### config.mk
export PLATFORM = sky130hd
export DESIGN_NAME = bmhl_loader
export DESIGN_NICKNAME = d
export VERILOG_FILES = /design/src/rtl/byte_memory_with_hex_image_loader_assert.svh /design/src/rtl/bmhl_pkg.sv /design/src/rtl/bmhl_loader.sv
export SDC_FILE = /design/constraint.sdc
export NUM_CORES = 1
export LEC_CHECK = 0
export BUFFER_PORTS_ARGS = -buffer_cell sky130_fd_sc_hd__buf_4
export CORE_MARGIN = 3
export CORE_UTILIZATION = 50
export DETAILED_ROUTE_END_ITERATION = 12
export GPL_TIMING_DRIVEN = 0
export PLACE_DENSITY = 0.81
export SLEW_MARGIN = 20
export SYNTH_ARGS = -nofsm -noshare
export SYNTH_HDL_FRONTEND = slang
export SYNTH_SLANG_ARGS = --single-unit
export TNS_END_PERCENT = 1
### constraint.sdc
create_clock -name i_clk -period 2.9 [get_ports i_clk]
set_clock_uncertainty 0.2 [all_clocks]
set_input_delay 0.435 -clock i_clk [delete_from_list [all_inputs] [get_ports i_clk]]
set_output_delay 0.435 -clock i_clk [all_outputs]
set_load 0.03 [all_outputs]
### src/rtl/byte_memory_with_hex_image_loader_assert.svh
// Assertion macros for the byte memory with hex image loader.
// Used by the top level; expects i_clk and i_rst_n in scope.
`ifndef BYTE_MEMORY_WITH_HEX_IMAGE_LOADER_ASSERT_SVH
`define BYTE_MEMORY_WITH_HEX_IMAGE_LOADER_ASSERT_SVH

// same-cycle implication
`define BMHL_ASSERT_NOW(lbl, ante, cons, msg) \
    lbl: assert property (@(posedge i_clk) disable iff (!i_rst_n) \
        (ante) |-> (cons)) else $error(msg);

// delayed implication
`define BMHL_ASSERT_LAT3(lbl, ante, cons, msg) \
    lbl: assert property (@(posedge i_clk) disable iff (!i_rst_n) \
        (ante) |-> ##3 (cons)) else $error(msg);

`endif

### src/rtl/bmhl_pkg.sv
// Shared types and constants for the byte memory with hex image loader.
// No dependencies.
package bmhl_pkg;

    typedef enum logic [1:0] {
        OP_READ      = 2'd0,
        OP_WRITE     = 2'd1,
        OP_LOAD_CHAR = 2'd2,
        OP_LOAD_END  = 2'd3
    } t_op;

    localparam logic [1:0] SZ_BYTE = 2'd0;
    localparam logic [1:0] SZ_HALF = 2'd1;
    localparam logic [1:0] SZ_WORD = 2'd2;

    localparam logic CFG_BASE_ADDR  = 1'b0;
    localparam logic CFG_BIG_ENDIAN = 1'b1;

    localparam logic [7:0] CHAR_AT    = 8'h40;
    localparam logic [3:0] MAX_DIGITS = 4'd9;

    // loader word store request and status toward the access stage
    typedef struct packed {
        logic        store;
        logic [31:0] addr;
        logic [31:0] data;
        logic        stopped;
    } t_ldr_out;

endpackage

### src/rtl/bmhl_loader.sv
// Hex image loader: token parser and load address state.
// Depends on bmhl_pkg.
module bmhl_loader (
    input  logic               i_clk,
    input  logic               i_rst_n,
    input  logic               i_valid,
    input  bmhl_pkg::t_op      i_op,
    input  logic [7:0]         i_char,
    output bmhl_pkg::t_ldr_out o_ldr
);

    typedef enum logic [1:0] {
        PH_IDLE,
        PH_TOKEN,
        PH_STOPPED
    } t_phase;

    t_phase      r_phase, n_phase;
    logic        r_tok_addr, n_tok_addr;
    logic [3:0]  r_cnt, n_cnt;
    logic [31:0] r_val, n_val;
    logic [31:0] r_load_addr, n_load_addr;

    logic        is_hex;
    logic        is_blank;
    logic [3:0]  hv;
    logic        do_finish;
    logic        store;

    always_comb begin
        is_hex = 1'b1;
        hv     = 4'd0;
        case (i_char) inside
            [8'h30:8'h39]: hv = 4'(i_char - 8'h30);
            [8'h61:8'h66]: hv = 4'(i_char - 8'h57);
            [8'h41:8'h46]: hv = 4'(i_char - 8'h37);
            default:       is_hex = 1'b0;
        endcase
        case (i_char) inside
            8'h20, [8'h09:8'h0D]: is_blank = 1'b1;
            default:              is_blank = 1'b0;
        endcase
    end

    assign do_finish = i_valid && (r_phase == PH_TOKEN) &&
                       ((i_op == bmhl_pkg::OP_LOAD_CHAR && !is_hex) ||
                        (i_op == bmhl_pkg::OP_LOAD_END));

    always_comb begin
        n_phase     = r_phase;
        n_tok_addr  = r_tok_addr;
        n_cnt       = r_cnt;
        n_val       = r_val;
        n_load_addr = r_load_addr;
        store       = 1'b0;

        if (i_valid && i_op == bmhl_pkg::OP_LOAD_CHAR) begin
            case (r_phase)
                PH_IDLE: begin
                    if (i_char == bmhl_pkg::CHAR_AT) begin
                        n_tok_addr = 1'b1;
                        n_cnt      = 4'd0;
                        n_val      = 32'd0;
                        n_phase    = PH_TOKEN;
                    end else if (is_hex) begin
                        n_tok_addr = 1'b0;
                        n_val      = {28'd0, hv};
                        n_cnt      = 4'd1;
                        n_phase    = PH_TOKEN;
                    end else if (!is_blank) begin
                        n_phase = PH_STOPPED;
                    end
                end
                PH_TOKEN: begin
                    if (is_hex && r_cnt < bmhl_pkg::MAX_DIGITS) begin
                        n_val = {r_val[27:0], hv};
                        n_cnt = r_cnt + 4'd1;
                    end
                end
                default: begin
                end
            endcase
        end

        if (do_finish) begin
            if (r_tok_addr) begin
                n_load_addr = r_val;
                n_tok_addr  = 1'b0;
            end else begin
                store       = 1'b1;
                n_load_addr = r_load_addr + 32'd4;
            end
            n_phase = PH_IDLE;
            n_cnt   = 4'd0;
            n_val   = 32'd0;
        end

        if (i_valid && i_op == bmhl_pkg::OP_LOAD_END) begin
            n_phase     = PH_IDLE;
            n_tok_addr  = 1'b0;
            n_cnt       = 4'd0;
            n_val       = 32'd0;
            n_load_addr = 32'd0;
        end
    end

    always_ff @(posedge i_clk) begin
        if (!i_rst_n) begin
            r_phase     <= PH_IDLE;
            r_tok_addr  <= 1'b0;
            r_cnt       <= 4'd0;
            r_val       <= 32'd0;
            r_load_addr <= 32'd0;
        end else begin
            r_phase     <= n_phase;
            r_tok_addr  <= n_tok_addr;
            r_cnt       <= n_cnt;
            r_val       <= n_val;
            r_load_addr <= n_load_addr;
        end
    end

    assign o_ldr.store   = store;
    assign o_ldr.addr    = r_load_addr;
    assign o_ldr.data    = r_val;
    assign o_ldr.stopped = (n_phase == PH_STOPPED);

endmodule

# Yosys cells after proc, flatten, opt, wreduce, memory -nomap -nowiden

Index checks and enable logic that the tools add are counted.

Memory bits (writable): 0
Bits of input ports: 13
Memories: 0
Output and inout port bits: 66
Bits in read-only memories: 0
Flip-flop bits (word level): 71
Bits in latches: 0

Multiply operators: 0
Muxes and demuxes: 31
$add $sub $neg: 5
Shifts and indexed selects: 0
Reductions and logical operators: 18
Order comparisons: 9
Eq/ne operators: 8
Divide/modulo/power cells: 0
Bitwise logic cells: 1

Operators by type and width:

| operator                                                                             | number |
|---|---|
| 32-bit two-way mux                                                                   | 4 |
| 32-bit case mux with 2 select lines                                                  | 1 |
| 32-bit by 3-bit adder with 32-bit output (second input constant)                     | 1 |
| 4-bit two-way mux                                                                    | 6 |
| 8-bit by 7-bit greater-or-equal comparator with 1-bit output (second input constant) | 2 |
| 8-bit by 7-bit <= comparator with 1-bit output (second input constant)               | 2 |
| 2-bit two-way mux                                                                    | 7 |
| 1-bit two-way mux                                                                    | 12 |
| 1-bit logical AND                                                                    | 10 |
| 8-bit by 6-bit == test with 1-bit output (second input constant)                     | 1 |
| 8-bit by 7-bit == test with 1-bit output (second input constant)                     | 1 |
| 8-bit by 4-bit greater-or-equal comparator with 1-bit output (second input constant) | 1 |
| 8-bit by 6-bit greater-or-equal comparator with 1-bit output (second input constant) | 1 |
| 8-bit by 4-bit <= comparator with 1-bit output (second input constant)               | 1 |
| 8-bit by 6-bit <= comparator with 1-bit output (second input constant)               | 1 |
| 4-bit case mux with 2 select lines                                                   | 1 |
| 4-bit by 3-bit subtractor with 4-bit output (second input constant)                  | 2 |
| 2-bit == test (second input constant)                                                | 3 |
| 4-bit by 1-bit adder with 4-bit output (second input constant)                       | 1 |
| 4-bit < comparator (second input constant)                                           | 1 |
| 4-bit AND reduction                                                                  | 1 |
| 2-bit OR reduction                                                                   | 2 |
| 4-bit by 1-bit subtractor with 4-bit output (second input constant)                  | 1 |
| 3-bit != test (second input constant)                                                | 1 |
| 8 further kinds                                                                      | 8 |

# Longest topological paths before layout

Gate-level depths: netlist of run 1.

Word-level depth: 12
Gate-level depth with buffers: 10
Gate-level depth less buffers: 8

# Worst setup path before layout of run 1

Ideal clock, no wire load.

Kind: input to output
From: input i_char[1]
To: output o_ldr[0] in the netlist's numbering
Slack: 0.007 ns
Stages: 8
Buffers on the path: 0
Data arrival time: 2.258 ns
Cells stage by stage: inv_1 ha_1 nor3b_2 a211oi_1 o21a_1 nor3_1 a31oi_1 nor3b_1

RTL lines:

| what            | RTL line         | text |
|---|---|---|
| start, declared | bmhl_loader.sv:8 | `input logic [7:0] i_char,` |
| end, declared   | bmhl_loader.sv:9 | `output bmhl_pkg::t_ldr_out o_ldr` |

==> impl_summary.txt, run 1 <==
----------------------------------------------------
[Placement]
  Number of port buffers ... 77
  Hpwl dp ... 10010 um
  Placer's final routability congestion estimate ... 0.9470
  Number of cells after detailed placement ... 704

[Global routing]
  Number of antenna violations at the first check in global routing ... 0
  Vias in the first global route ... 4272
  Wire length of the first global-routing pass ... 22120 um
  Overflow left after global routing ... 0
  All-Layer GR Usage ... 28.50%
  Pin count of the biggest net entering global routing ... 20

[Worst hold path]
  Class of the tightest hold or removal check ... flop to flop

[Final layout]
  Filler instances ... 703
  Post-layout util ... 65.63%
  Area growth from synthesis to layout ... 25.45%
  Area of all sequential standard cells ... 1421 um^2
  Diodes inserted ... 0
  Footprint of the multi-input gates ... 2506 um^2
  Net count reported at finish ... 637
  Fraction of layout instances using a drive strength above 1 ... 23.95%
  Final cell count without fillers ... 724

[Setup path]
  Classification of the worst setup path ... input port to output pin
  Worst Path Required ... 2270 ps
  Arrival time of data at the critical path endpoint ... 2200 ps
  Biggest fanout along the worst timing path ... 6
  Worst setup slack for register-to-register paths ... 130 ps
  Nature of the critical path startpoint ... input port
  Kind of capture point of the worst setup path ... output pin

[Detailed routing]
  Via/cell ratio ... 6.677
  Remaining antenna violation count after routing ... 0
  First-pass detailed-route iteration total ... 5
  Via count ... 4834
  Average wire length per cell after detail routing ... 19.21 um
  Total wire length after detailed routing ... 13910 um
  Detailed router's first-iteration violation count ... 474
  Drt drc ... 0

[Clock tree]
  Register clock-pin slew on the reported worst setup and hold paths ... 80 ps
  CTS Hold Bufs ... 0
  Root Buffer ... sky130_fd_sc_hd__clkbuf_8
  Total clock buffers created by CTS ... 9
  Skew-Pair Late Insertion Delay ... 360 ps
  Htree depth ... 3
  TritonCTS clock tree ... yes
  Maximum buffer depth of the clock tree ... 2
  Clock net sink count ... 71

[Yosys]
  Number of enable flip-flop cells after synthesis ... 0
  Mean area per synthesized cell ... 7.819 um^2
  Leading register cell type out of synthesis ... sky130_fd_sc_hd__dfxtp_1
  Leading area contributor after synthesis ... sky130_fd_sc_hd__dfxtp_1
  Post-synth cell types ... 72
  Asr flop ratio synth ... 0%
  Leading cell types by count after synthesis ... sky130_fd_sc_hd__dfxtp_1, sky130_fd_sc_hd__a21oi_1, sky130_fd_sc_hd__o21ai_0, sky130_fd_sc_hd__nand4_1, sky130_fd_sc_hd__nand2_1
  Part of the Yosys area used for sequential elements ... 34.62%
  Portion of synthesized cell area occupied by the leading cell type ... 34.62%
  Net count of the mapped netlist ... 544
  Flops & latches, synth ... 71
  Cell types occupying the most area after synthesis ... sky130_fd_sc_hd__dfxtp_1, sky130_fd_sc_hd__a21oi_1, sky130_fd_sc_hd__nand4_1, sky130_fd_sc_hd__o21ai_0, sky130_fd_sc_hd__nand2_1
  Netlist area before placement ... 4105 um^2
  Post-Synthesis Cells ... 525
  Number of warning messages in the yosys log ... 0
  Most frequent cell after synthesis ... sky130_fd_sc_hd__dfxtp_1

[STA]
  Total negative slack ... 0 ps
  Fin crit period ... 2833 ps
  RSZ-0062 raised after global routing ... true
  Final worst-path cycle share ... 97.68%
  Total of endpoints with negative setup slack in the final report ... 0
  Least-Margin Pin Slew ... 1136 ps
  Maximum clock frequency ... 353.0 MHz
  Final max-slew violation count ... 0
  Relative max-transition margin ... 23.59%
  Worst hold margin ... 277.9 ps
  Count of endpoints failing hold in the final timing report ... 0

[Floorplan]
  Die width ... 96.61 um
  Starting density of the core ... 52.31%
  # rows ... 32
  Std-Cell Core Area ... 7848 um^2
  I/O pin cnt ... 79
  Y dimension of the die ... 96.61 um
  Die area ... 9333 um^2

[Power and ir drop]
  Pwr Density ... 381.5 nW/um^2
  LEAKAGE ... 1.741 nW
  Worst IR drop on VDD ... 0.2432 mV
  Total power draw ... 1.965 mW

[Job]
  Number of maximum-capacitance constraint violations ... 0

[Outcome]
  Status ... complete, no violations

----------------------------------------------------
## timing repair
action / 4_1_cts / 5_1_grt
setup endpoints to repair: 2 / 2
gates cloned: 0 / 0
resized for setup: 13 / 5
setup buffers: 2 / 4
pin swaps: 2 / 1
## placed cells by master (no fill, tap or decap), drive strengths merged, types with 7 or more instances in the layout
master / count
inv: 10
o21ai: 46
nor2: 32
clkbuf: 37
o32ai: 10
a21oi: 61
nor3: 22
buf: 105
nand3: 22
nand2: 38
dfxtp: 71
nand4: 40
a211oi: 10
o221a: 7
o31ai: 11
a31oi: 11
## sequential cells by signal (all words and copies together) (netlist names)
| register | count |
|---|---|
| r_cnt | 4 |
| r_phase | 2 |
| r_val | 32 |
| r_load_addr | 32 |
| r_tok_addr | 1 |
## where the power goes
part	internal (mW)	leakage, nW	switching, mW
combinational	0.0519	1.07	0.119
clock	0.416	0.0944	0.401
sequential	0.975	0.572	0.00169
## logic make-up after synthesis
kind of cell | after synthesis | synth area share [%]
flops | 71 | 34.62
simple gates | 190 | 24.81
compound gates | 193 | 30.69
buf+inv | 60 | 6.827
fa+ha+maj | 6 | 1.829
mux | 3 | 0.7924
xor+xnor | 2 | 0.4268
## layer usage
layer | routed length [um] | global-route usage [%] | part of all wire (%) | vias up
met5 | 0 | 0 | 0 | -
met4 | 417 | 10.91 | 3.0 | 0
met3 | 1386 | 4.182 | 10 | 56
met2 | 6598 | 46.76 | 47 | 337
met1 | 5504 | 37.84 | 40 | 2236
li1 | - | - | - | 2205
## stage by stage
stage / worst slack (ps) / area (um^2)
finish: 67.21 / 5150
global route: -1.627 / 5150
CTS: 15.85 / 5089
detailed placement: -540.7 / 4811
global placement: -458.8 / 4811
floorplan: 6.717 / 4105
## cell type report
type                            count  share of cell area, %
Clock buffer                       10                  2.672
Tap cell                          102                  2.478
Inverter                           10                 0.7289
Multi-Input combinational cell    394                  48.66
Sequential cell                    71                  27.60
Clock inverter                      5                  1.142
Buffer                             49                  4.616
Timing Repair Buffer               83                  12.10
## worst max-delay path, cell delays in order
cell and delay [ps]:
sky130_fd_sc_hd__buf_4 150, sky130_fd_sc_hd__inv_1 120, sky130_fd_sc_hd__ha_4 180, sky130_fd_sc_hd__o21bai_1 100
sky130_fd_sc_hd__a2111oi_1 630, sky130_fd_sc_hd__nor3_2 130, sky130_fd_sc_hd__a31oi_1 200, sky130_fd_sc_hd__nor3b_1 70
sky130_fd_sc_hd__buf_4 170
## final timing paths
path,start,end,cells past startpoint
worst max-delay path,i_char[0],o_ldr[0],9
worst min-delay path,r_load_addr[0],r_load_addr[0],2
worst max register to register,r_load_addr[11],r_load_addr[21],5
worst min register to register,r_load_addr[0],r_load_addr[0],2
No activity file was read; power rests on OpenSTA's default activity.
==> inputs of run 2 (changes only) <==
--- a/config.mk
+++ b/config.mk
@@ -7,9 +7,9 @@
 export LEC_CHECK = 0
 export BUFFER_PORTS_ARGS = -buffer_cell sky130_fd_sc_hd__buf_4
-export CORE_MARGIN = 3
 export CORE_UTILIZATION = 50
 export DETAILED_ROUTE_END_ITERATION = 12
 export GPL_TIMING_DRIVEN = 0
 export PLACE_DENSITY = 0.81
+export RECOVER_POWER = 100
 export SLEW_MARGIN = 20
 export SYNTH_ARGS = -nofsm -noshare
==> constraint.sdc (replaced) <==
create_clock -name i_clk -period 2.9 [get_ports i_clk]
set_clock_uncertainty 0.2 [all_clocks]
set_input_delay 0.145 -clock i_clk [delete_from_list [all_inputs] [get_ports i_clk]]
set_output_delay 0.145 -clock i_clk [all_outputs]
set_load 0.03 [all_outputs]
==> run 2 against run 1 <==
  * Setup slack improved by 100 ps
  * Wire length decreased by 1.6%
  * Global-route usage increased by 3.7 points
  * Via count decreased by 1.2%
  * Critical path type is now flop to flop
  * Largest cell class unchanged
  * Largest power group unchanged
==> impl_summary.txt, run 2 (synthesis gave the netlist of run 1 again) <==
----------------------------------------------------
[STA]
  Total negative slack ... 0 ps
  Fin crit period ... 2729 ps
  Total of endpoints with negative setup slack in the final report ... 0
  Least-Margin Pin Slew ... 1036 ps
  Maximum clock frequency ... 366.4 MHz
  Final max-slew violation count ... 0
  Count of endpoints failing hold in the final timing report ... 0
  Final worst-path cycle share ... 94.10%
  RSZ-0062 raised after global routing ... false
  Relative max-transition margin ... 30.32%

[Clock tree]
  TritonCTS clock tree ... yes
  Root Buffer ... sky130_fd_sc_hd__clkbuf_8
  Total clock buffers created by CTS ... 9
  Maximum buffer depth of the clock tree ... 2
  Skew-Pair Late Insertion Delay ... 350 ps
  Clock net sink count ... 71
  Htree depth ... 3
  Register clock-pin slew on the reported worst setup and hold paths ... 80 ps
  CTS Hold Bufs ... 0
  Setup Fix Bufs, Post-CTS ... 0

[Detailed routing]
  Average wire length per cell after detail routing ... 19.03 um
  Via count ... 4774
  Drt drc ... 0
  Via/cell ratio ... 6.640
  Total wire length after detailed routing ... 13680 um
  Detailed router's first-iteration violation count ... 590
  First-pass detailed-route iteration total ... 6
  Remaining antenna violation count after routing ... 0

[Final layout]
  Area growth from synthesis to layout ... 15.64%
  Filler instances ... 782
  Fraction of layout instances using a drive strength above 1 ... 11.18%
  Final cell count without fillers ... 719
  Most used cells in the layout excluding fill and tap cells ... sky130_fd_sc_hd__clkbuf_1, sky130_fd_sc_hd__dfxtp_1, sky130_fd_sc_hd__a21oi_1
  Net count reported at finish ... 632
  Commonest non-fill, non-tap cell in the layout ... sky130_fd_sc_hd__clkbuf_1
  Diodes inserted ... 0
  Regs by FF count ... r_load_addr: 32 flops, r_val: 32 flops, r_cnt: 4 flops

[Setup path]
  Worst r2r dst ... r_load_addr[26]
  Biggest fanout along the worst timing path ... 9
  End of the critical path ... r_load_addr[26]
  Classification of the worst setup path ... flop to flop
  Worst Path Required ... 2950 ps
  Worst Reg-to-Reg Cells ... 7
  Crit Reg-Reg Startpoint ... r_load_addr[2]
  Highest-delay cell along the critical path ... sky130_fd_sc_hd__or4_4
  Worst setup slack for register-to-register paths ... 170 ps
  Critical Path Start ... r_load_addr[2]
  Kind of capture point of the worst setup path ... flop
  Arrival time of data at the critical path endpoint ... 2780 ps
  Delay of the slowest cell on the worst path ... 560 ps
  Cells along the critical path ... ha_1 > nand3_1 > or2_2 > clkbuf_1 > or4_4 > mux2_2 > o221a_1
  Nature of the critical path startpoint ... flop

[Floorplan]
  Die width ... 92.61 um
  Starting density of the core ... 52.31%
  Std-Cell Core Area ... 7848 um^2
  Die area ... 8577 um^2
  # rows ... 32
  Y dimension of the die ... 92.61 um
  I/O pin cnt ... 79

[Global routing]
  Pin count of the biggest net entering global routing ... 13
  Overflow left after global routing ... 0
  Number of antenna violations at the first check in global routing ... 0
  Vias in the first global route ... 4442
  All-Layer GR Usage ... 32.20%
  Wire length of the first global-routing pass ... 21960 um

[Placement]
  Placer's final routability congestion estimate ... 0.9696
  Number of port buffers ... 77
  Number of cells after detailed placement ... 704
  Hpwl dp ... 9821 um

[Power and ir drop]
  LEAKAGE ... 1.400 nW
  Pwr Density ... 392.5 nW/um^2
  Worst IR drop on VDD ... 0.2726 mV

[Job]
  Number of maximum-capacitance constraint violations ... 0

[Worst hold path]
  Class of the tightest hold or removal check ... input port to flop

[Outcome]
  Status ... complete, no violations

----------------------------------------------------
run 2: changes by cell type in the layout (fill, tap and decap cells not counted), sizes merged:
cell      change
clkinv        -1
clkbuf       +69
bufinv        -1
buf          -74
clkinvlp      +2
run 2: cell type report:
cell class,count,area (um^2),area share [%]
plain buffers,50,235.2,4.955
clock buffers,10,137.6,2.899
clock inverters,5,35.03,0.7380
inverters,10,37.54,0.7907
multi-input cells,394,2415,50.87
flip-flops and latches,71,1421,29.94
well taps,102,127.6,2.688
repair buffers,77,337.8,7.117
run 2: metrics by stage:
stage / power, mW / hold WS (ps) / area, um^2 / worst slack, ps / util [%]
after detailed placement: 1.150 / 269.7 / 4811 / 58.42 / 61.30
final: 1.863 / 76.58 / 4747 / 171.0 / 60.49
after global routing: 1.902 / 104.0 / 4747 / 27.68 / 60.49
after floorplan: 1.096 / 230.3 / 4105 / 263.5 / -
after global placement: 1.147 / 255.9 / 4811 / 124.4 / 61.30
after CTS: 1.842 / 73.87 / 4984 / 51.54 / 63.50
run 2: how the worst min path moves through the flow:
stage | from | to | depth (start not counted)
floorplan | i_rst_n | r_load_addr[4] | 2
finish | i_char[0] | r_val[0] | 4
global placement | r_load_addr[1] | r_load_addr[1] | 2
detailed placement | r_load_addr[0] | r_load_addr[0] | 2
global route | i_rst_n | r_load_addr[4] | 3
CTS | i_char[0] | r_val[0] | 4
run 2: worst max-delay path: cells and delay by family, from the launching register on:
kind	cells	cell delay, ps
compound gates	1	230
fa+ha+maj	1	240
buf+inv	1	240
flops	1	450
mux	1	280
simple gates	3	990
run 2: timing repair:
action,4_1_cts,5_1_grt
setup endpoints to repair,0,1
gates resized for setup,0,7
hold endpoints to repair,0,0
run 2: where the power goes:
part / total (mW) / switching [mW] / internal (mW)
logic: 0.157 / 0.111 / 0.0455
clock network: 0.730 / 0.403 / 0.327
registers: 0.977 / 0.00162 / 0.975
run 2: routing by layer:
metal | global-route usage, % | wire length (um) | up-vias
met4 | 14.36 | 352 | 0
met5 | 0 | 0 | -
met1 | 41.27 | 5434 | 2247
met2 | 52.28 | 6472 | 288
met3 | 6.322 | 1420 | 42
li1 | - | - | 2197
